File: src/keyed_window_average_table_unit_defines.svh
// Assertion macros for the keyed window average table RTL, used by kwat_dpath.
// Depends on the clock and reset signal names of the including module.
`ifndef KEYED_WINDOW_AVERAGE_TABLE_UNIT_DEFINES_SVH
`define KEYED_WINDOW_AVERAGE_TABLE_UNIT_DEFINES_SVH

// same-cycle implication
`define KWAT_ASSERT_NOW(lbl, ante, cons, msg) \
   lbl: assert property (@(posedge clock) disable iff (reset) (ante) |-> (cons)) else $error(msg);

// next-cycle implication
`define KWAT_ASSERT_NEXT(lbl, ante, cons, msg) \
   lbl: assert property (@(posedge clock) disable iff (reset) (ante) |=> (cons)) else $error(msg);

`endif

File: src/kwat_pkg.sv
// Shared types and constants for the keyed window average table.
// No dependencies.
package kwat_pkg;

   typedef enum logic [1:0] {
      FN_LOG   = 2'd0,
      FN_QUERY = 2'd1,
      FN_PATH  = 2'd2,
      FN_NONE  = 2'd3
   } func_type;

   typedef enum logic [3:0] {
      ST_CLEAR,
      ST_IDLE,
      ST_META_RD,
      ST_META_CHK,
      ST_SMP_RD,
      ST_LOG_WR,
      ST_DIV,
      ST_ACC,
      ST_OUT
   } state_type;

   typedef struct packed {
      logic clr_we;
      logic cap;
      logic meta_rd;
      logic smp_rd;
      logic log_wr;
      logic div_start;
      logic best_upd;
      logic sev_next;
      logic acc_upd;
      logic out_query;
      logic out_path;
   } cmd_type;

   typedef struct packed {
      logic     clr_last;
      func_type func;
      logic     bucket_ok;
      logic     full;
      logic     div_done;
      logic     sev_last;
      logic     path_last;
      logic     out_free;
   } stat_type;

   localparam int RISK_CAP       = 1000;
   localparam int RISK_AVG_MUL   = 50;
   localparam int RISK_SEV_MUL   = 300;
   localparam int RISK_EMPTY_MUL = 200;

endpackage

File: src/kwat_ctrl.sv
// Controller state machine for the keyed window average table.
// Depends on kwat_pkg; drives commands to kwat_dpath and reads its status.
module kwat_ctrl import kwat_pkg::*; (
   input  logic     clock,
   input  logic     reset,
   input  logic     req_valid,
   output logic     req_stall,
   input  stat_type stat,
   output cmd_type  cmd
);

   state_type state_ff;
   state_type state_in;

   always_ff @(posedge clock) begin
      if (reset) begin
         state_ff <= ST_CLEAR;
      end else begin
         state_ff <= state_in;
      end
   end

   always_comb begin
      state_in = state_ff;
      case (state_ff)
         ST_CLEAR: begin
            if (stat.clr_last) state_in = ST_IDLE;
         end
         ST_IDLE: begin
            if (req_valid) state_in = ST_META_RD;
         end
         ST_META_RD: state_in = ST_META_CHK;
         ST_META_CHK: begin
            case (stat.func)
               FN_LOG: begin
                  if (!stat.bucket_ok) state_in = ST_IDLE;
                  else if (stat.full)  state_in = ST_SMP_RD;
                  else                 state_in = ST_LOG_WR;
               end
               FN_QUERY: state_in = ST_DIV;
               FN_PATH:  state_in = ST_DIV;
               default:  state_in = ST_IDLE;
            endcase
         end
         ST_SMP_RD: state_in = ST_LOG_WR;
         ST_LOG_WR: state_in = ST_IDLE;
         ST_DIV: begin
            if (stat.div_done) begin
               if (stat.func == FN_QUERY) state_in = ST_OUT;
               else if (stat.sev_last)    state_in = ST_ACC;
               else                       state_in = ST_META_RD;
            end
         end
         ST_ACC: state_in = stat.path_last ? ST_OUT : ST_IDLE;
         ST_OUT: begin
            if (stat.out_free) state_in = ST_IDLE;
         end
         default: state_in = ST_CLEAR;
      endcase
   end

   always_comb begin
      cmd = '0;
      req_stall = 1'b1;
      case (state_ff)
         ST_CLEAR: cmd.clr_we = 1'b1;
         ST_IDLE: begin
            req_stall = 1'b0;
            cmd.cap   = req_valid;
         end
         ST_META_RD: cmd.meta_rd = 1'b1;
         ST_META_CHK: begin
            cmd.smp_rd    = (stat.func == FN_LOG) && stat.bucket_ok && stat.full;
            cmd.div_start = (stat.func == FN_QUERY) || (stat.func == FN_PATH);
         end
         ST_SMP_RD: cmd.smp_rd = 1'b0;
         ST_LOG_WR: cmd.log_wr = 1'b1;
         ST_DIV: begin
            cmd.best_upd = stat.div_done && (stat.func == FN_PATH);
            cmd.sev_next = stat.div_done && (stat.func == FN_PATH) && !stat.sev_last;
         end
         ST_ACC: cmd.acc_upd = 1'b1;
         ST_OUT: begin
            cmd.out_query = stat.out_free && (stat.func == FN_QUERY);
            cmd.out_path  = stat.out_free && (stat.func == FN_PATH);
         end
         default: cmd = '0;
      endcase
   end

endmodule

File: config.mk
export PLATFORM = sky130hd
export DESIGN_NAME = kwat_ctrl
export DESIGN_NICKNAME = d
export VERILOG_FILES = /design/src/keyed_window_average_table_unit_defines.svh /design/src/kwat_pkg.sv /design/src/kwat_ctrl.sv
export SDC_FILE = /design/constraint.sdc
export NUM_CORES = 1
export LEC_CHECK = 0
export ABC_CLOCK_PERIOD_IN_PS = 1600
export BUFFER_PORTS_ARGS = -buffer_cell sky130_fd_sc_hd__buf_2
export CELL_PAD_IN_SITES_DETAIL_PLACEMENT = 1
export CELL_PAD_IN_SITES_GLOBAL_PLACEMENT = 2
export CORE_ASPECT_RATIO = 0.6
export CORE_MARGIN = 2
export CORE_UTILIZATION = 24
export DETAILED_ROUTE_END_ITERATION = 10
export PLACE_DENSITY_LB_ADDON = 0.05
export RECOVER_POWER = 25
export SKIP_LAST_GASP = 1
export SYNTH_ARGS = -nofsm -noshare
export SYNTH_HDL_FRONTEND = slang
export SYNTH_SLANG_ARGS = --single-unit
File: constraint.sdc
create_clock -name clock -period 1.6 [get_ports clock]
set_input_delay 0.08 -clock clock [delete_from_list [all_inputs] [get_ports clock]]
set_output_delay 0.08 -clock clock [all_outputs]
set_load 0.05 [all_outputs]
==> impl_results.md, run 1 <==
* Gr ovfl total at 0
* Compound-Gate Fraction of Synth Area at 22.48%
* Met3 usage at 3.297%
* Met1 Use GR at 20.00%
* IO Count at 24
* Layout cells sized above 1 at 49.47%
* CP Launch Point: state_ff[0]
* Most Crowded Layer GR: met2
* Largest family of logic cells by synthesized area: simple AND/OR/NAND/NOR gates
* Crit path buffers/inverters at 1
* DRT Pass-1 Iters at 4
* # clock sinks at 4
* Most common cell after layout, fill and taps aside: buf_2
* Die ar. at 2683 um2
* Mux share of post-synthesis cell area at 1.835%
* R2r worst-path depth at 4
* Post-DP HPWL at 1400 um
* Max Cap Violations at 0
* Min Clock Period, post-route at 1.543 ns
* WL final at 1789 um
* Wire per inst at 14.31 um
* Fraction of registers with async set/reset at 0%
* Row cnt at 13
* Iteration-0 DRC count of the detailed router at 15
* First-pass GRT wire length at 2794 um
* I/O Buffers at 23
* Worst Setup EP: cmd[3]
* Fillers at 270
* Worst Hold Depth at 2
* DRT antenna net count at 0
* DR vias at 605
* CTS H-tree depth at 1
* Critical Path Fanout Max at 9
* Initial Utilization at 25.22%
* R2R Setup Slk at 0.15 ns
* Ys Warns at 0
* Final nets at 113
* Die Y at 40.93 um
* RSZ-0062 raised after global routing: no
* Leakage at 0.3585 nW
* Mapped cell area at 545.5 um2
* Slew Viols, Final at 0
* Crit end category: primary output
* Multi-input gate area at 444.2 um2
* VDD IR-drop max at 0.2803 mV
* Critical path's slowest cell: dfxtp_2
* # DRC at 0
* Mapped Nets at 82
* Crit-path leading delay family: simple AND/OR/NAND/NOR gates
* Slew HR at 74.23%
* CTS Buf Count at 3
* Power density cells at 999.4 nW/um2
* Total Power at 0.7890 mW
* Core area at 2163 um2
* Met2 global-route usage at 23.21%
* Simple-Gate Fraction of Synth Area at 44.04%
* # setup viols final at 0
* Fin Clk Skew at 0.003211 ns
* Critical path, cell by cell: and4bb_2, and3_2, nor2b_4, clkbuf_4
* Most frequent cells in the layout: 19 x buf_2, 7 x buf_4, 6 x a21oi_1
* Post-Synth Adder-Cell Area at 9.174%
* Largest net degree at the start of global routing at 11
* Arr. time, crit path at 1.46 ns
* Sequential share of the synthesized area at 14.68%
* Yosys cell types at 34
* Setup WS post-layout at 0.05694 ns
* Worst min-delay path category: in -> reg
* Syn avg cell area at 8.266 um2
* Setup TNS at 0 ns
* Syn-to-layout area delta at 44.72%
* Synth Flop Type: dfxtp_1
* Vias in the first global route at 597
* Synth Register Bits at 4
* Xor/xnor share of the synthesized area at 0%
* Post-DP Area at 740.7 um2
* Register area at 85.08 um2
* Root Buffer: clkbuf_8
* Largest register FFs at 4
* R2R Path Start: state_ff[3]
* Status: complete, no violations
* Type of the worst setup path: reg -> out
* Clock Tree Buf Depth at 2
* Worst skew pair latency at 0.22 ns
* Antenna violations before repair at 0
* Biggest regs: state_ff (4)
* CP startpoint kind: flop
* Max Fclk at 648.1 MHz
* Routability cong. at 0.7035
* Post-synth EDFFs at 0
* Final worst-path cycle share at 96.44%
* Design area at 789.5 um2
* Via density at 4.840
* Worst-margin pin slew at 0.3857 ns
* Global-route usage over all layers at 14.23%
* Max stage delay on crit path at 0.36 ns
* Worst slack, placed at 0.07046 ns
* Width of the die at 65.55 um
* Ant diodes at 0
* CTS tree: yes
* CP Depth at 4
* Final hold vios at 0
* Reg-to-reg critical path endpoint: state_ff[0]
* Worst-path clk slew at 0.04 ns
* Cells after Synth at 66
* Largest register by flop count: state_ff
* Worst EP required at 1.52 ns
worst min path at each step:
stage	end	slack (ns)	startpoint
floorplan	state_ff[1]	0.15	reset
global placement	state_ff[3]	0.31	reset
detailed placement	state_ff[2]	0.31	reset
CTS	state_ff[1]	0.08	reset
global route	state_ff[1]	0.09	reset
finish	state_ff[3]	0.08	reset
cell usage after synthesis (3+ instances only):
| master | count | share of area, % |
|---|---|---|
| a21oi_1 | 6 | 5.5 |
| nand3b_1 | 4 | 5.5 |
| nor2_1 | 3 | 2.1 |
| ha_1 | 4 | 9.2 |
| and4_1 | 3 | 4.8 |
| dfxtp_1 | 4 | 15 |
| nand2b_1 | 3 | 3.4 |
| inv_1 | 3 | 2.1 |
report_power, final:
group / internal, mW / switching (mW) / total [mW]
Clock: 0.161 / 0.0568 / 0.218
Combinational: 0.150 / 0.263 / 0.413
Sequential: 0.119 / 0.0392 / 0.158
cell type report:
| cell class | count | share of cell area [%] |
|---|---|---|
| repair buffers | 30 | 21.55 |
| multi-input cells | 55 | 56.26 |
| clock buffers | 3 | 5.230 |
| flip-flops and latches | 4 | 10.78 |
| well taps | 30 | 4.754 |
| inverters | 3 | 1.426 |
timing repair:
action,in CTS,in global routing
buffers inserted,0,0
hold buffers,0,0
gates cloned,0,0
gates resized for setup,4,1
setup endpoints to repair,1,1
metal layers:
layer | vias up | part of all wire, %
met4 | 0 | 0
li1 | 311 | -
met1 | 274 | 55
met2 | 20 | 39
met3 | 0 | 5.4
met5 | - | 0
stage by stage:
| step | instances | utilization (%) | hold slack (ns) |
|---|---|---|---|
| detailed placement | 122 | 34.24 | 0.3107 |
| floorplan | 66 | - | 0.1491 |
| CTS | 125 | 36.38 | 0.08402 |
| global route | 125 | 36.50 | 0.09465 |
| finish | 125 | 36.50 | 0.07981 |
| global placement | 122 | 34.24 | 0.3067 |
cell families (layout without fill, tap and decap cells):
kind of cell	after synthesis	in the layout
AO/OA/AOI/OAI	16	16
buffers and inverters	7	36
flip-flops	4	4
adder cells (fa/ha/maj)	4	4
multiplexers	1	1
AND/OR/NAND/NOR	34	34
Note: power is estimated with default switching activity, not from simulation.
==> inputs of run 2 (changes only) <==
==> constraint.sdc (replaced) <==
create_clock -name clock -period 1.6 [get_ports clock]
set_input_delay 0.08 -clock clock [delete_from_list [all_inputs] [get_ports clock]]
set_output_delay 0.08 -clock clock [all_outputs]
set_load 0.02 [all_outputs]
==> impl_results.md, run 2 (same netlist as run 1, synthesis figures left out) <==
* Die Y at 40.93 um (unchanged)
* Syn-to-layout area delta at 38.07% (was 44.72%)
* Clock share of power at 32.3% (was 27.6%)
* Largest register by flop count: state_ff (unchanged)
* Largest net degree at the start of global routing at 14 (was 11)
* Net Sw Frac at 41.12% (was 45.53%)
* Antenna violations before repair at 0 (unchanged)
* Design area at 753.2 um2 (was 789.5 um2)
* Logic pwr share at 43.9% (was 52.3%)
* Gr ovfl total at 0 (unchanged)
* Initial Utilization at 25.22% (unchanged)
* IO Count at 24 (unchanged)
* Via density at 5.040 (was 4.840)
* Ant diodes at 0 (unchanged)
* DRT Pass-1 Iters at 4 (unchanged)
* Setup WS post-layout at 0.08137 ns (was 0.05694 ns)
* Vias in the first global route at 596 (was 597)
* Finished Layout Cells at 124 (was 125)
* # setup viols final at 0 (unchanged)
* Row cnt at 13 (unchanged)
* CP startpoint kind: flop (unchanged)
* Post-CTS Setup Inserts at 0 (unchanged)
* Width of the die at 65.55 um (unchanged)
* Post-DP HPWL at 1424 um (was 1400 um)
* Largest register FFs at 4 (unchanged)
* Max Fclk at 658.5 MHz (was 648.1 MHz)
* Setup TNS at 0 ns (unchanged)
* Cts repair resizes at 2 (was 4)
* Die ar. at 2683 um2 (unchanged)
* CTS Buf Count at 3 (unchanged)
* Iteration-0 DRC count of the detailed router at 32 (was 15)
* Layout cells sized above 1 at 40.43% (was 49.47%)
* Most frequent cells in the layout: 20 x buf_2, 6 x a21oi_1, 6 x buf_4 (was 19 x buf_2, 7 x buf_4, 6 x a21oi_1)
* Worst min-delay path category: in -> reg (unchanged)
* Min Clock Period, post-route at 1.519 ns (was 1.543 ns)
* Pint at 0.4071 mW (was 0.4298 mW)
* WL final at 1807 um (was 1789 um)
* VDD IR-drop max at 0.1954 mV (was 0.2803 mV)
* Worst EP required at 1.52 ns (about the same)
* Worst skew pair latency at 0.22 ns (about the same)
* Root Buffer: clkbuf_8 (unchanged)
* Clock Tree Buf Depth at 2 (unchanged)
* Worst-margin pin slew at 0.4613 ns (was 0.3857 ns)
* Type of the worst setup path: reg -> out (unchanged)
* Fin Clk Skew at 0.0002626 ns (was 0.003211 ns)
* Final worst-path cycle share at 94.91% (was 96.44%)
* Power density cells at 918.0 nW/um2 (was 999.4 nW/um2)
* CTS H-tree depth at 1 (unchanged)
* Fin Hold WS at 0.08220 ns (was 0.07981 ns)
* Leakage at 0.3414 nW (was 0.3585 nW)
* Core area at 2163 um2 (unchanged)
* Max Cap Violations at 0 (unchanged)
* Arr. time, crit path at 1.44 ns (was 1.46 ns)
* Worst-path clk slew at 0.03 ns (was 0.04 ns)
* Sw Pwr at 0.2843 mW (was 0.3592 mW)
* Slew HR at 69.01% (was 74.23%)
* Worst slack, placed at 0.1486 ns (was 0.07046 ns)
* Critical Path Fanout Max at 9 (unchanged)
* Post-DP Area at 711.9 um2 (was 740.7 um2)
* CTS tree: yes (unchanged)
* Biggest regs: state_ff (4) (unchanged)
* Placed cell count at 121 (was 122)
* First-pass GRT wire length at 2856 um (was 2794 um)
* R2R Setup Slk at 0.20 ns (was 0.15 ns)
* DR vias at 625 (was 605)
* # clock sinks at 4 (unchanged)
* Reg power frac at 23.8% (was 20.1%)
* Most common cell after layout, fill and taps aside: buf_2 (unchanged)
* # DRC at 0 (unchanged)
* Routability cong. at 0.7114 (was 0.7035)
* Slew Viols, Final at 0 (unchanged)
* Status: complete, no violations (unchanged)
* Global-route usage over all layers at 15.47% (was 14.23%)
* I/O Buffers at 23 (unchanged)
* Cts hold-fix bufs at 0 (unchanged)
* Wire per inst at 14.57 um (was 14.31 um)
* Final hold vios at 0 (unchanged)
* Final nets at 112 (was 113)
* DRT antenna net count at 0 (unchanged)
* Crit end category: primary output (unchanged)
* RSZ-0062 raised after global routing: no (unchanged)
## run 2: routing by layer
layer  global-route usage, %  share of wire, %  vias to the layer above
met2                   22.45                39                       20
li1                        -                 -                      309
met1                   20.81                53                      292
met4                   9.375               2.5                        0
met5                       0                 0                        -
met3                   4.121               5.1                        4
## run 2: area by class of cell
class                           instances  area, um2
Multi-Input combinational cell         55      422.9
Tap cell                               30      37.54
Inverter                                3      11.26
Clock buffer                            3      41.29
Timing Repair Buffer                   29      156.4
Sequential cell                         4      83.83
Fill cell                             280       1410
## run 2: power by group through the flow
stage,Sequential (mW),Combinational [mW],Clock (mW)
3_5_place_dp,0.163,0.309,0
2_1_floorplan,0.133,0.237,0
3_3_place_gp,0.160,0.306,0
5_1_grt,0.170,0.334,0.235
6_report,0.165,0.303,0.223
4_1_cts,0.164,0.310,0.227
## run 2: worst max-delay path, cell delays in order (launching register included)
cell and delay [ns]:
dfxtp_1 0.46, and4bb_2 0.29, and3_1 0.19, nor2b_1 0.12
buf_2 0.15
## run 2: final timing paths
check,startpoint,to,depth (start not counted)
max reg2reg,state_ff[3],state_ff[0],4
min reg2reg,state_ff[2],state_ff[0],3
min,reset,state_ff[2],2
max,state_ff[3],cmd[3],4
## run 2: per-stage QoR
step,utilization [%],total power [mW]
after floorplan,-,0.3697
after global placement,32.91,0.4663
after detailed placement,32.91,0.4718
after CTS,34.93,0.7007
after global routing,34.82,0.7397
final,34.82,0.6914
==> inputs of run 3 (changes only) <==
==> constraint.sdc (replaced) <==
create_clock -name clock -period 1.6 [get_ports clock]
set_input_delay 0.08 -clock clock [delete_from_list [all_inputs] [get_ports clock]]
set_output_delay 0.08 -clock clock [all_outputs]
set_load 0.005 [all_outputs]
==> impl_results.md, run 3 (same netlist as run 1, synthesis figures left out) <==
* WL final at 1741 um (was 1807 um)
* Total Power at 0.6409 mW (was 0.6914 mW)
* Crit path buffers/inverters at 1 (unchanged)
* IO Count at 24 (unchanged)
* Final worst-path cycle share at 95.00% (was 94.91%)
* Post-DP HPWL at 1393 um (was 1424 um)
* CTS Buf Count at 3 (unchanged)
* Register area at 83.83 um2 (unchanged)
* Crit-path leading delay family: simple AND/OR/NAND/NOR gates (unchanged)
* Type of the worst setup path: reg -> out (unchanged)
* Syn-to-layout area delta at 37.84% (was 38.07%)
* Multi-input gate area at 427.9 um2 (was 422.9 um2)
* Worst min-delay path category: in -> reg (unchanged)
* I/O Buffers at 23 (unchanged)
* Critical Path Fanout Max at 9 (unchanged)
* Crit end category: primary output (unchanged)
* Max Fclk at 657.9 MHz (was 658.5 MHz)
* RSZ-0062 raised after global routing: no (unchanged)
* VDD IR-drop max at 0.2757 mV (was 0.1954 mV)
* Width of the die at 65.55 um (unchanged)
* Biggest regs: state_ff (4) (unchanged)
* Worst-path clk slew at 0.03 ns (about the same)
* Slew HR at 77.08% (was 69.01%)
* DR vias at 615 (was 625)
* Fin Clk Skew at 0.004598 ns (was 0.0002626 ns)
* Status: complete, no violations (unchanged)
* Critical path, cell by cell: and4bb_2, and3_1, nor2b_1, buf_2 (unchanged)
* Row cnt at 13 (unchanged)
* Root Buffer: clkbuf_8 (unchanged)
* Wire per inst at 14.15 um (was 14.57 um)
* Ant diodes at 0 (unchanged)
* CTS H-tree depth at 1 (unchanged)
* Core area at 2163 um2 (unchanged)
* Max stage delay on crit path at 0.50 ns (was 0.46 ns)
* Antenna violations before repair at 0 (unchanged)
* Worst skew pair latency at 0.22 ns (about the same)
* Largest register FFs at 4 (unchanged)
* First-pass GRT wire length at 2863 um (was 2856 um)
* Iteration-0 DRC count of the detailed router at 20 (was 32)
* Gr ovfl total at 0 (unchanged)
* DRT antenna net count at 0 (unchanged)
* Largest register by flop count: state_ff (unchanged)
* Setup WS post-layout at 0.07997 ns (was 0.08137 ns)
* # clock sinks at 4 (unchanged)
* Layout cells sized above 1 at 40.86% (was 40.43%)
* Global-route usage over all layers at 14.74% (was 15.47%)
* Worst slack, placed at 0.1323 ns (was 0.1486 ns)
* DRT Pass-1 Iters at 4 (unchanged)
* Worst-margin pin slew at 0.3415 ns (was 0.4613 ns)
* Arr. time, crit path at 1.44 ns (about the same)
* # DRC at 0 (unchanged)
* Power density cells at 852.3 nW/um2 (was 918.0 nW/um2)
* Die ar. at 2683 um2 (unchanged)
* Most common cell after layout, fill and taps aside: buf_2 (unchanged)
* Slew Viols, Final at 0 (unchanged)
* Leakage at 0.3369 nW (was 0.3414 nW)
* Final nets at 111 (was 112)
* CP startpoint kind: flop (unchanged)
* CTS tree: yes (unchanged)
* Setup TNS at 0 ns (unchanged)
* Initial Utilization at 25.22% (unchanged)
* Max Cap Violations at 0 (unchanged)
* Post-CTS Setup Inserts at 0 (unchanged)
* Critical path's slowest cell: dfxtp_1 (unchanged)
* Die Y at 40.93 um (unchanged)
* Min Clock Period, post-route at 1.520 ns (was 1.519 ns)
* Worst EP required at 1.52 ns (about the same)
* Via density at 5.000 (was 5.040)
* Fillers at 282 (was 280)
* Most frequent cells in the layout: 21 x buf_2, 6 x a21oi_1, 4 x nand3b_1, 4 x ha_1 (was 20 x buf_2, 6 x a21oi_1, 6 x buf_4)
* Cts hold-fix bufs at 0 (unchanged)
* Clock Tree Buf Depth at 2 (unchanged)
* Routability cong. at 0.7534 (was 0.7114)
* Vias in the first global route at 598 (was 596)
* Largest net degree at the start of global routing at 12 (was 14)
* # setup viols final at 0 (unchanged)
* Final hold vios at 0 (unchanged)
==> run 3: changes by cell type in the layout (fill, tap and decap cells not counted) <==
cell / before / now
buf_6: 0 / 1
buf_2: 20 / 21
buf_4: 6 / 3
nor3_1: 1 / 0
nor3_2: 0 / 1
==> run 3: routing by layer <==
layer / vias up / global-route usage (%) / share of wire, %
met5: - / 0 / 0
met4: 0 / 0 / 0
met3: 0 / 4.670 / 5.9
met2: 20 / 23.72 / 43
met1: 285 / 20.68 / 51
li1: 310 / - / -
==> run 3: power breakdown <==
| part | switching, mW | internal, mW | leakage [nW] |
|---|---|---|---|
| sequential | 0.0430 | 0.119 | 0.0338 |
| combinational | 0.138 | 0.127 | 0.282 |
| clock | 0.0532 | 0.160 | 0.0216 |
==> run 3: path summary, 6_finish.rpt <==
kind,from,end,slack (ns),cells past startpoint
max,state_ff[3],cmd[3],0.08,4
min,reset,state_ff[2],0.10,2
max reg2reg,state_ff[3],state_ff[2],0.14,5
min reg2reg,state_ff[2],state_ff[0],0.67,3
==> run 3: layout make-up <==
cell class | count | area share [%]
multi-input cells | 55 | 56.91
well taps | 30 | 4.992
clock buffers | 3 | 5.491
inverters | 3 | 1.498
flip-flops and latches | 4 | 11.15
repair buffers | 28 | 19.97
==> run 3: worst register-to-register path, stage by stage (launching register included) <==
cell and delay (ns):
dfxtp_1 0.50, buf_4 0.24, mux2i_1 0.11, a32oi_2 0.27, o211ai_1 0.14, a21oi_1 0.14
==> run 3: timing repair <==
action,CTS,global route
gates resized for setup,2,3
setup endpoints to repair,3,1
endpoints found under the hold margin,0,0
==> run 3: per-stage QoR <==
stage	cells	hold WS, ns	instance area, um2	utilization [%]
3_3_place_gp	120	0.3266	704.4	32.56
5_1_grt	123	0.1112	752.0	34.76
4_1_cts	123	0.1053	752.0	34.76
6_report	123	0.1033	752.0	34.76
3_5_place_dp	120	0.3323	704.4	32.56
2_1_floorplan	66	0.1491	545.5	-
